==> src/rtl/csa_pkg.sv <==
// ----------------------------------------------------------------------------
// csa_pkg: shared types and constants of the coordinate slot accumulator
// Action and status codes, the probe word that walks the slot chain, and the
// saturating Q32.16 add used by every slot.
// ----------------------------------------------------------------------------
package csa_pkg;

   localparam logic [1:0] ACT_INSERT = 2'd0;
   localparam logic [1:0] ACT_ACCUM  = 2'd1;
   localparam logic [1:0] ACT_CLEAR  = 2'd2;

   localparam logic [1:0] ST_OK      = 2'd0;
   localparam logic [1:0] ST_PRESENT = 2'd1;
   localparam logic [1:0] ST_MISSING = 2'd2;
   localparam logic [1:0] ST_FULL    = 2'd3;

   localparam int SLOT_W = 8;
   localparam int SUM_W  = 48;

   localparam logic signed [SUM_W-1:0] SUM_MAX = 48'sh7FFF_FFFF_FFFF;
   localparam logic signed [SUM_W-1:0] SUM_MIN = 48'sh8000_0000_0000;

   // Word that travels down the slot chain with one request.
   typedef struct packed {
      logic [1:0]               action;
      logic [15:0]              row;
      logic [15:0]              col;
      logic signed [31:0]       value;
      logic                     hit;
      logic [1:0]               status;
      logic signed [SUM_W-1:0]  sum;
   } probe_type;

   function automatic logic signed [SUM_W-1:0] sat_add(
      input logic signed [SUM_W-1:0] a,
      input logic signed [31:0]      b
   );
      logic [SUM_W:0] s;
      s = {a[SUM_W-1], a} + {{(SUM_W-31){b[31]}}, b};
      if (s[SUM_W:SUM_W-1] == 2'b01) begin
         return SUM_MAX;
      end else if (s[SUM_W:SUM_W-1] == 2'b10) begin
         return SUM_MIN;
      end else begin
         return s[SUM_W-1:0];
      end
   endfunction

endpackage

==> src/rtl/csa_cell.sv <==
// ----------------------------------------------------------------------------
// csa_cell: one slot of the coordinate table
// Holds the key pair and running sum of its slot. Compares, inserts,
// accumulates or clears as the probe word passes, then hands it on.
// ----------------------------------------------------------------------------
module csa_cell #(
   parameter int INDEX = 0,
   parameter int IDX_W = 8,
   parameter int CNT_W = 9
) (
   input  logic                  clock,
   input  logic                  reset,
   input  logic                  in_valid,
   input  logic [CNT_W-1:0]      in_left,
   input  logic [IDX_W-1:0]      in_slot,
   input  csa_pkg::probe_type    in_probe,
   output logic                  out_valid,
   output logic [CNT_W-1:0]      out_left,
   output logic [IDX_W-1:0]      out_slot,
   output csa_pkg::probe_type    out_probe
);

   localparam logic [IDX_W-1:0] MY_SLOT = IDX_W'(INDEX);

   logic [15:0]                       row_ff, row_in;
   logic [15:0]                       col_ff, col_in;
   logic signed [csa_pkg::SUM_W-1:0]  sum_ff, sum_in;
   logic                              valid_ff;
   logic [CNT_W-1:0]                  left_ff, left_in;
   logic [IDX_W-1:0]                  slot_ff, slot_in;
   csa_pkg::probe_type                probe_ff, probe_in;

   logic                              used;
   logic                              match;
   logic signed [csa_pkg::SUM_W-1:0]  acc;

   // Slots below the fill count are in use; the count left rides along.
   assign used  = (in_left != '0);
   assign match = used && (row_ff == in_probe.row) && (col_ff == in_probe.col);
   assign acc   = csa_pkg::sat_add(sum_ff, in_probe.value);

   always_comb begin
      probe_in = in_probe;
      slot_in  = in_slot;
      left_in  = used ? (in_left - CNT_W'(1)) : in_left;
      row_in   = row_ff;
      col_in   = col_ff;
      sum_in   = sum_ff;
      if (in_valid && !in_probe.hit) begin
         case (in_probe.action)
            csa_pkg::ACT_INSERT: begin
               if (match) begin
                  probe_in.hit    = 1'b1;
                  probe_in.status = csa_pkg::ST_PRESENT;
                  slot_in         = MY_SLOT;
               end else if (!used) begin
                  // first free slot: every used slot has been checked already
                  row_in          = in_probe.row;
                  col_in          = in_probe.col;
                  sum_in          = '0;
                  probe_in.hit    = 1'b1;
                  probe_in.status = csa_pkg::ST_OK;
                  slot_in         = MY_SLOT;
               end
            end
            csa_pkg::ACT_ACCUM: begin
               if (match) begin
                  sum_in          = acc;
                  probe_in.hit    = 1'b1;
                  probe_in.status = csa_pkg::ST_OK;
                  probe_in.sum    = acc;
                  slot_in         = MY_SLOT;
               end
            end
            csa_pkg::ACT_CLEAR: begin
               if (used) begin
                  sum_in = '0;
               end
            end
            default: begin
            end
         endcase
      end
   end

   always_ff @(posedge clock) begin
      if (reset) begin
         valid_ff <= 1'b0;
      end else begin
         valid_ff <= in_valid;
      end
      left_ff  <= left_in;
      slot_ff  <= slot_in;
      probe_ff <= probe_in;
      row_ff   <= row_in;
      col_ff   <= col_in;
      sum_ff   <= sum_in;
   end

   assign out_valid = valid_ff;
   assign out_left  = left_ff;
   assign out_slot  = slot_ff;
   assign out_probe = probe_ff;

endmodule

==> config.mk <==
export PLATFORM = sky130hd
export DESIGN_NAME = csa_cell
export DESIGN_NICKNAME = d
export VERILOG_FILES = /design/src/rtl/csa_pkg.sv /design/src/rtl/csa_cell.sv
export SDC_FILE = /design/constraint.sdc
export NUM_CORES = 1
export LEC_CHECK = 0
export BUFFER_PORTS_ARGS = -buffer_cell sky130_fd_sc_hd__buf_2
export CORE_MARGIN = 4
export CORE_UTILIZATION = 53
export DETAILED_ROUTE_END_ITERATION = 8
export PLACE_DENSITY = 0.8
export SLEW_MARGIN = 30
export SYNTH_ARGS = -nofsm -noshare
export SYNTH_HDL_FRONTEND = slang
export SYNTH_SLANG_ARGS = --single-unit
export TNS_END_PERCENT = 30
==> constraint.sdc <==
create_clock -name clock -period 7 [get_ports clock]
set_input_delay 1.4 -clock clock [delete_from_list [all_inputs] [get_ports clock]]
set_output_delay 1.4 -clock clock [all_outputs]
set_load 0.005 [all_outputs]
==> results of run 1 <==
state kept, by name (all words and copies together) (netlist names):
register   flops
out_slot       8
sum_ff        48
out_valid      1
col_ff        16
out_left       9
row_ff        16
out_probe    117
Yosys cell counts, types with 22 or more instances:
master / count
a21o_1: 25
a21oi_1: 105
clkbuf_1: 22
dfxtp_1: 135
edfxtp_1: 80
ha_1: 52
nand2_1: 92
nor2_1: 78
o21ai_0: 50
o21ai_1: 46
xnor2_1: 23
xor2_1: 50
path summary, 6_finish.rpt:
| path | slack, ps | from | cells after the start | endpoint |
|---|---|---|---|---|
| worst max-delay path | 2270 | in_probe[82] | 13 | out_probe[14] |
| worst min register to register | 640 | sum_ff[0] | 3 | out_probe[0] |
| worst min-delay path | 640 | sum_ff[0] | 3 | out_probe[0] |
| worst max register to register | 2930 | sum_ff[0] | 12 | sum_ff[20] |
final cells by class:
class / count / area share
Multi-Input combinational cell: 729 / 0.380
Inverter: 17 / 0.00515
Tap cell: 234 / 0.0236
Clock inverter: 16 / 0.0145
Clock buffer: 26 / 0.0490
Antenna cell: 1 / 0.000202
Sequential cell: 215 / 0.412
Timing Repair Buffer: 279 / 0.116
critical path, stage by stage:
cell and delay (ps):
buf_2 350, ha_1 400, a21oi_1 210, o21ai_1 160, a21o_1 220, a221oi_1 290
inv_1 90, o2111a_1 280, a311oi_4 770, buf_4 430, o21ai_2 70, buf_4 280
o21ai_1 190
power by group through the flow:
stage / clock network [mW] / registers, mW / logic (mW)
2_1_floorplan: 0 / 1.40 / 0.325
4_1_cts: 1.27 / 1.37 / 0.503
6_report: 1.25 / 1.37 / 0.509
5_1_grt: 1.32 / 1.37 / 0.562
3_5_place_dp: 0 / 1.39 / 0.498
3_3_place_gp: 0 / 1.39 / 0.487
layer usage:
layer  track usage  vias up  part of all wire
li1              -     4186                 -
met1         0.289     4062              0.40
met2         0.426      368              0.49
met3        0.0670       58             0.089
met4        0.0673        2             0.025
met5             0        -           0.00030
metrics by stage:
step	cells	hold WS [ps]
after floorplan	1012	580
after global placement	1473	613
after detailed placement	1473	628
after CTS	1515	645
after global routing	1516	674
final	1517	644
logic make-up after synthesis:
group | after synthesis | share of synthesized area
simple gates | 287 | 0.134
fa+ha+maj | 58 | 0.0714
xor+xnor | 73 | 0.0631
mux | 7 | 0.00753
buf+inv | 68 | 0.0335
flops | 215 | 0.504
compound gates | 304 | 0.187
==> metrics, run 1 <==
Worst Path Max Fanout 25; Internal Power 2.29 mW; Max VDD drop 0.000237 V; Post-CTS Setup Repair Bufs 0; first-pass GRT wire length 42.8 mm; maximum operating frequency 211 MHz; Die H 146 um; dominant cells by area after synthesis dfxtp_1 27%, edfxtp_1 24%, ha_1 6.4%, a21oi_1 5.2%, xor2_1 4.3%; wire length per cell 17.9 um; DIE AREA 0.0214 mm^2; Initial Utilization 0.540; pre-CTS WS 1560 ps; final worst-path cycle share 0.676; Final WS setup 2270 ps; MaxCap Viol Count 0; most frequent cells in the layout 271 x buf_2, 135 x dfxtp_1, 104 x a21oi_1, 92 x nand2_1, 80 x edfxtp_1; routed vias/inst 5.72; Crit. End Element flip-flop; Longest Clk Path Bufs 3; number of global-route vias before repair 8564; Final Setup Violations 0; Register Area 0.00510 mm^2; final WL 27.1 mm; worst path required time 7440 ps; utilization after layout 0.660; Overall Power 3.12 mW; YS warnings 0; Psw 0.828 mW; sw frac 0.265; Period minus WS final 4730 ps; CTS sink count 215; Cell Rows 50; Yosys reg bits 215; status finished clean; CTS buffer count 23; Max Slew Vio Count 0; Critical Path Start Type input pin; CP Data Arrival Time 5170 ps; Synth Instances 1012; Primary FF master, synth dfxtp_1; Cell Area, Placed 0.0116 mm^2; syn_area_per_cell 10.0 um^2; fillers 1511; Core ar. 0.0188 mm^2; Clk Latency, worst-skew pair 530 ps; H-tree lvl count 1; RePlAce Congestion 0.934; Worst Tran Pin Value 946 ps; TritonCTS clock tree built; CTS Hold Bufs 0; number of I/O pins 272; residual DRC count 0; Area Growth Syn to Fin 22.3%; Cell Area, Synth 0.0101 mm^2; multi-input logic area 0.00470 mm^2; fin area 0.0124 mm^2; worst hold path type reg -> reg; root buf cell clkbuf_16; fraction of the yosys area taken by sequential cells 0.504; total track usage 0.241; post-synth top area share 0.267; post-CTS sizing 0; global route overflow 0; TNS Setup 0 ps; Detail Route Antenna Nets 0; layout cell share with drive strength beyond 1 0.268; Power Dens Cells 252 mW/mm^2; pin count of the biggest net entering global routing 88; Gate power share 0.163; I/O Buffers 271; syn nets 1202; DR vias 8676; Reg clk slew, reported paths 70 ps; Post-synth EDFFs 80; Initial DRC Count 501; Seq pwr share 0.437; Detailed Place HPWL 19.7 mm; commonest non-fill, non-tap cell in the layout buf_2; Setup CP Type in -> reg; Layout Skew 15.7 ps; initial antenna violation count 2; synth unique cells 75; RSZ-0062 raised after global routing false; clock share of power 0.400; Max-slew headroom 0.369; die width 146 um; LEAKAGE 5.54 nW; nets@finish 1455; Final Hold Viols 0; first-pass detailed-route iteration total 5; Async S/R FF share, synth 0; biggest area consumer among synthesized cells dfxtp_1
(Power assumes the default switching activity.)
==> run 2, diff against run 1 <==
- ABC_AREA: default -> 1
- CORE_UTILIZATION: 53 -> 49
- PLACE_DENSITY: 0.8 -> 0.77
- clock period: 7 -> 4.11 ns (I/O delays scaled with it)
==> run 2 against run 1 <==
Against the previous run:
- register-to-register slack got worse by 1800 ps
- area after synthesis rose by 13%
- total power rose by 78%
- critical path type unchanged
- largest cell class is now multi-input combinational cells
==> metrics, run 2 <==
status finished clean; Longest Clk Path Bufs 3; die width 161 um; Period minus WS final 3060 ps; residual DRC count 0; first-pass detailed-route iteration total 4; Hold Worst Slack 410 ps; CTS sink count 215; Placed Cells 2088; pin count of the biggest net entering global routing 50; Post-synth top cells 605 x nand2_1, 190 x inv_1, 135 x dfxtp_1; Max-slew headroom 0.453; Initial Utilization 0.500; antenna diode count 0; pre-CTS WS 485 ps; Critical Path Sink sum_ff[27]; max reg flops 117; Detail Route Antenna Nets 0; root buf cell clkbuf_16; final worst-path cycle share 0.746; Cell Rows 55; syn_area_per_cell 7.46 um^2; LEAKAGE 7.23 nW; R2R depth 15; Layout Skew 13.4 ps; routed vias/inst 4.90; total track usage 0.255; most common cell in the synthesized netlist nand2_1; utilization after layout 0.610; Critical Path Start Type input pin; wire length per cell 15.9 um; final WL 33.8 mm; CTS Hold Bufs 0; RSZ-0062 raised after global routing false; Cell Area, Placed 0.0131 mm^2; Worst Tran Pin Value 820 ps; number of I/O pins 272; dominant cells by area after synthesis dfxtp_1 24%, edfxtp_1 21%, nand2_1 20%, inv_1 6.3%, ha_1 5.7%; first-pass GRT wire length 53.3 mm; syn nets 1717; Area Growth Syn to Fin 21.9%; Slowest cell on crit path fa_1; Detailed Place HPWL 26.7 mm; Setup CP Type in -> reg; initial antenna violation count 0; most frequent cells in the layout 604 x nand2_1, 271 x buf_2, 190 x inv_1, 135 x dfxtp_1, 102 x nor2_1; RR Startpoint sum_ff[0]; DIE AREA 0.0258 mm^2; biggest area consumer among synthesized cells dfxtp_1; Synth Instances 1527; Crit. End Element flip-flop; H-tree lvl count 1; R2R setup slack 1100 ps; Max Slew Vio Count 0; fraction of the yosys area taken by sequential cells 0.448; Post-synth EDFFs 80; Initial DRC Count 626; worst path required time 4360 ps; FF-to-FF End sum_ff[27]; worst hold path type in -> reg; crit-path max cell delay 460 ps; Final WS setup 1050 ps; crit path cell chain buf_2, ha_1, fa_1, nand2_1, nand3_1, nand3_1, nand2_1, nand2_1, nand2_2, nand2_2, nand3_2, nand2_1, nand2_1, nand2_2, buf_4, a21oi_1; Primary FF master, synth dfxtp_1; Async S/R FF share, synth 0; fin area 0.0139 mm^2; maximum operating frequency 326 MHz; Final Hold Viols 0; global route overflow 0; post-CTS sizing 0; I/O Buffers 271; most frequent cell on the critical path nand2_1; TNS Setup 0 ps; Reg clk slew, reported paths 60 ps; number of global-route vias before repair 10.4k; Final Setup Violations 0; Worst Path Max Fanout 43; Yosys reg bits 215; Core ar. 0.0228 mm^2; synth unique cells 33; nets@finish 1990; final cell count without fillers 2129; layout cell share with drive strength beyond 1 0.202; MaxCap Viol Count 0; post-synth top area share 0.237; CP Data Arrival Time 3320 ps; RePlAce Congestion 0.954; commonest non-fill, non-tap cell in the layout nand2_1; Max VDD drop 0.000396 V; Power Dens Cells 400 mW/mm^2; Post-CTS Setup Repair Bufs 0; Cell Area, Synth 0.0114 mm^2; Overall Power 5.56 mW; TritonCTS clock tree built; DR vias 10.4k; Clk Latency, worst-skew pair 530 ps; Die H 161 um; YS warnings 0; CTS buffer count 23; CP startpoint in_probe[51]
[run 2: layout make-up]
| type | count | area [um^2] |
|---|---|---|
| Fill cell | 2113 | 8880 |
| Multi-Input combinational cell | 1074 | 5330 |
| Sequential cell | 215 | 5100 |
| Timing Repair Buffer | 280 | 1460 |
| Inverter | 206 | 773 |
| Clock buffer | 28 | 636 |
| Tap cell | 313 | 392 |
| Clock inverter | 13 | 203 |
[run 2: logic make-up (layout without fill, tap and decap cells)]
| group | after synthesis | count (layout) | synth area share |
|---|---|---|---|
| fa+ha+maj | 53 | 53 | 0.0588 |
| xor+xnor | 66 | 66 | 0.0507 |
| compound gates | 126 | 126 | 0.0604 |
| flops | 215 | 215 | 0.448 |
| buf+inv | 238 | 527 | 0.0871 |
| simple gates | 829 | 829 | 0.295 |
[run 2: report_power, final]
group,total (mW),internal [mW],switching (mW)
Sequential,2.33,2.30,0.0220
Clock,2.28,1.42,0.866
Combinational,0.955,0.347,0.608
[run 2: worst min-delay path by stage]
stage                 start  cells after the start             to
2_1_floorplan     sum_ff[0]                      5   out_probe[0]
3_3_place_gp      sum_ff[0]                      5   out_probe[0]
3_5_place_dp      sum_ff[0]                      5   out_probe[0]
4_1_cts        in_probe[76]                      1  out_probe[76]
5_1_grt        in_probe[80]                      1  out_probe[80]
6_report       in_probe[76]                      1  out_probe[76]
[run 2: worst max-delay path, delay by kind of cell]
family | cells | cell delay, ps
AND/OR/NAND/NOR | 11 | 1120
adder cells (fa/ha/maj) | 2 | 720
AO/OA/AOI/OAI | 1 | 130
buffers and inverters | 2 | 480
[run 2: routing by layer]
layer | GRT usage | vias to the layer above | wire (um) | share of wire
met3 | 0.0516 | 68 | 2270 | 0.067
li1 | - | 5317 | - | -
met2 | 0.453 | 336 | 16200 | 0.48
met1 | 0.310 | 4715 | 14200 | 0.42
met4 | 0.0849 | 0 | 1210 | 0.036
met5 | 0 | - | 0 | 0
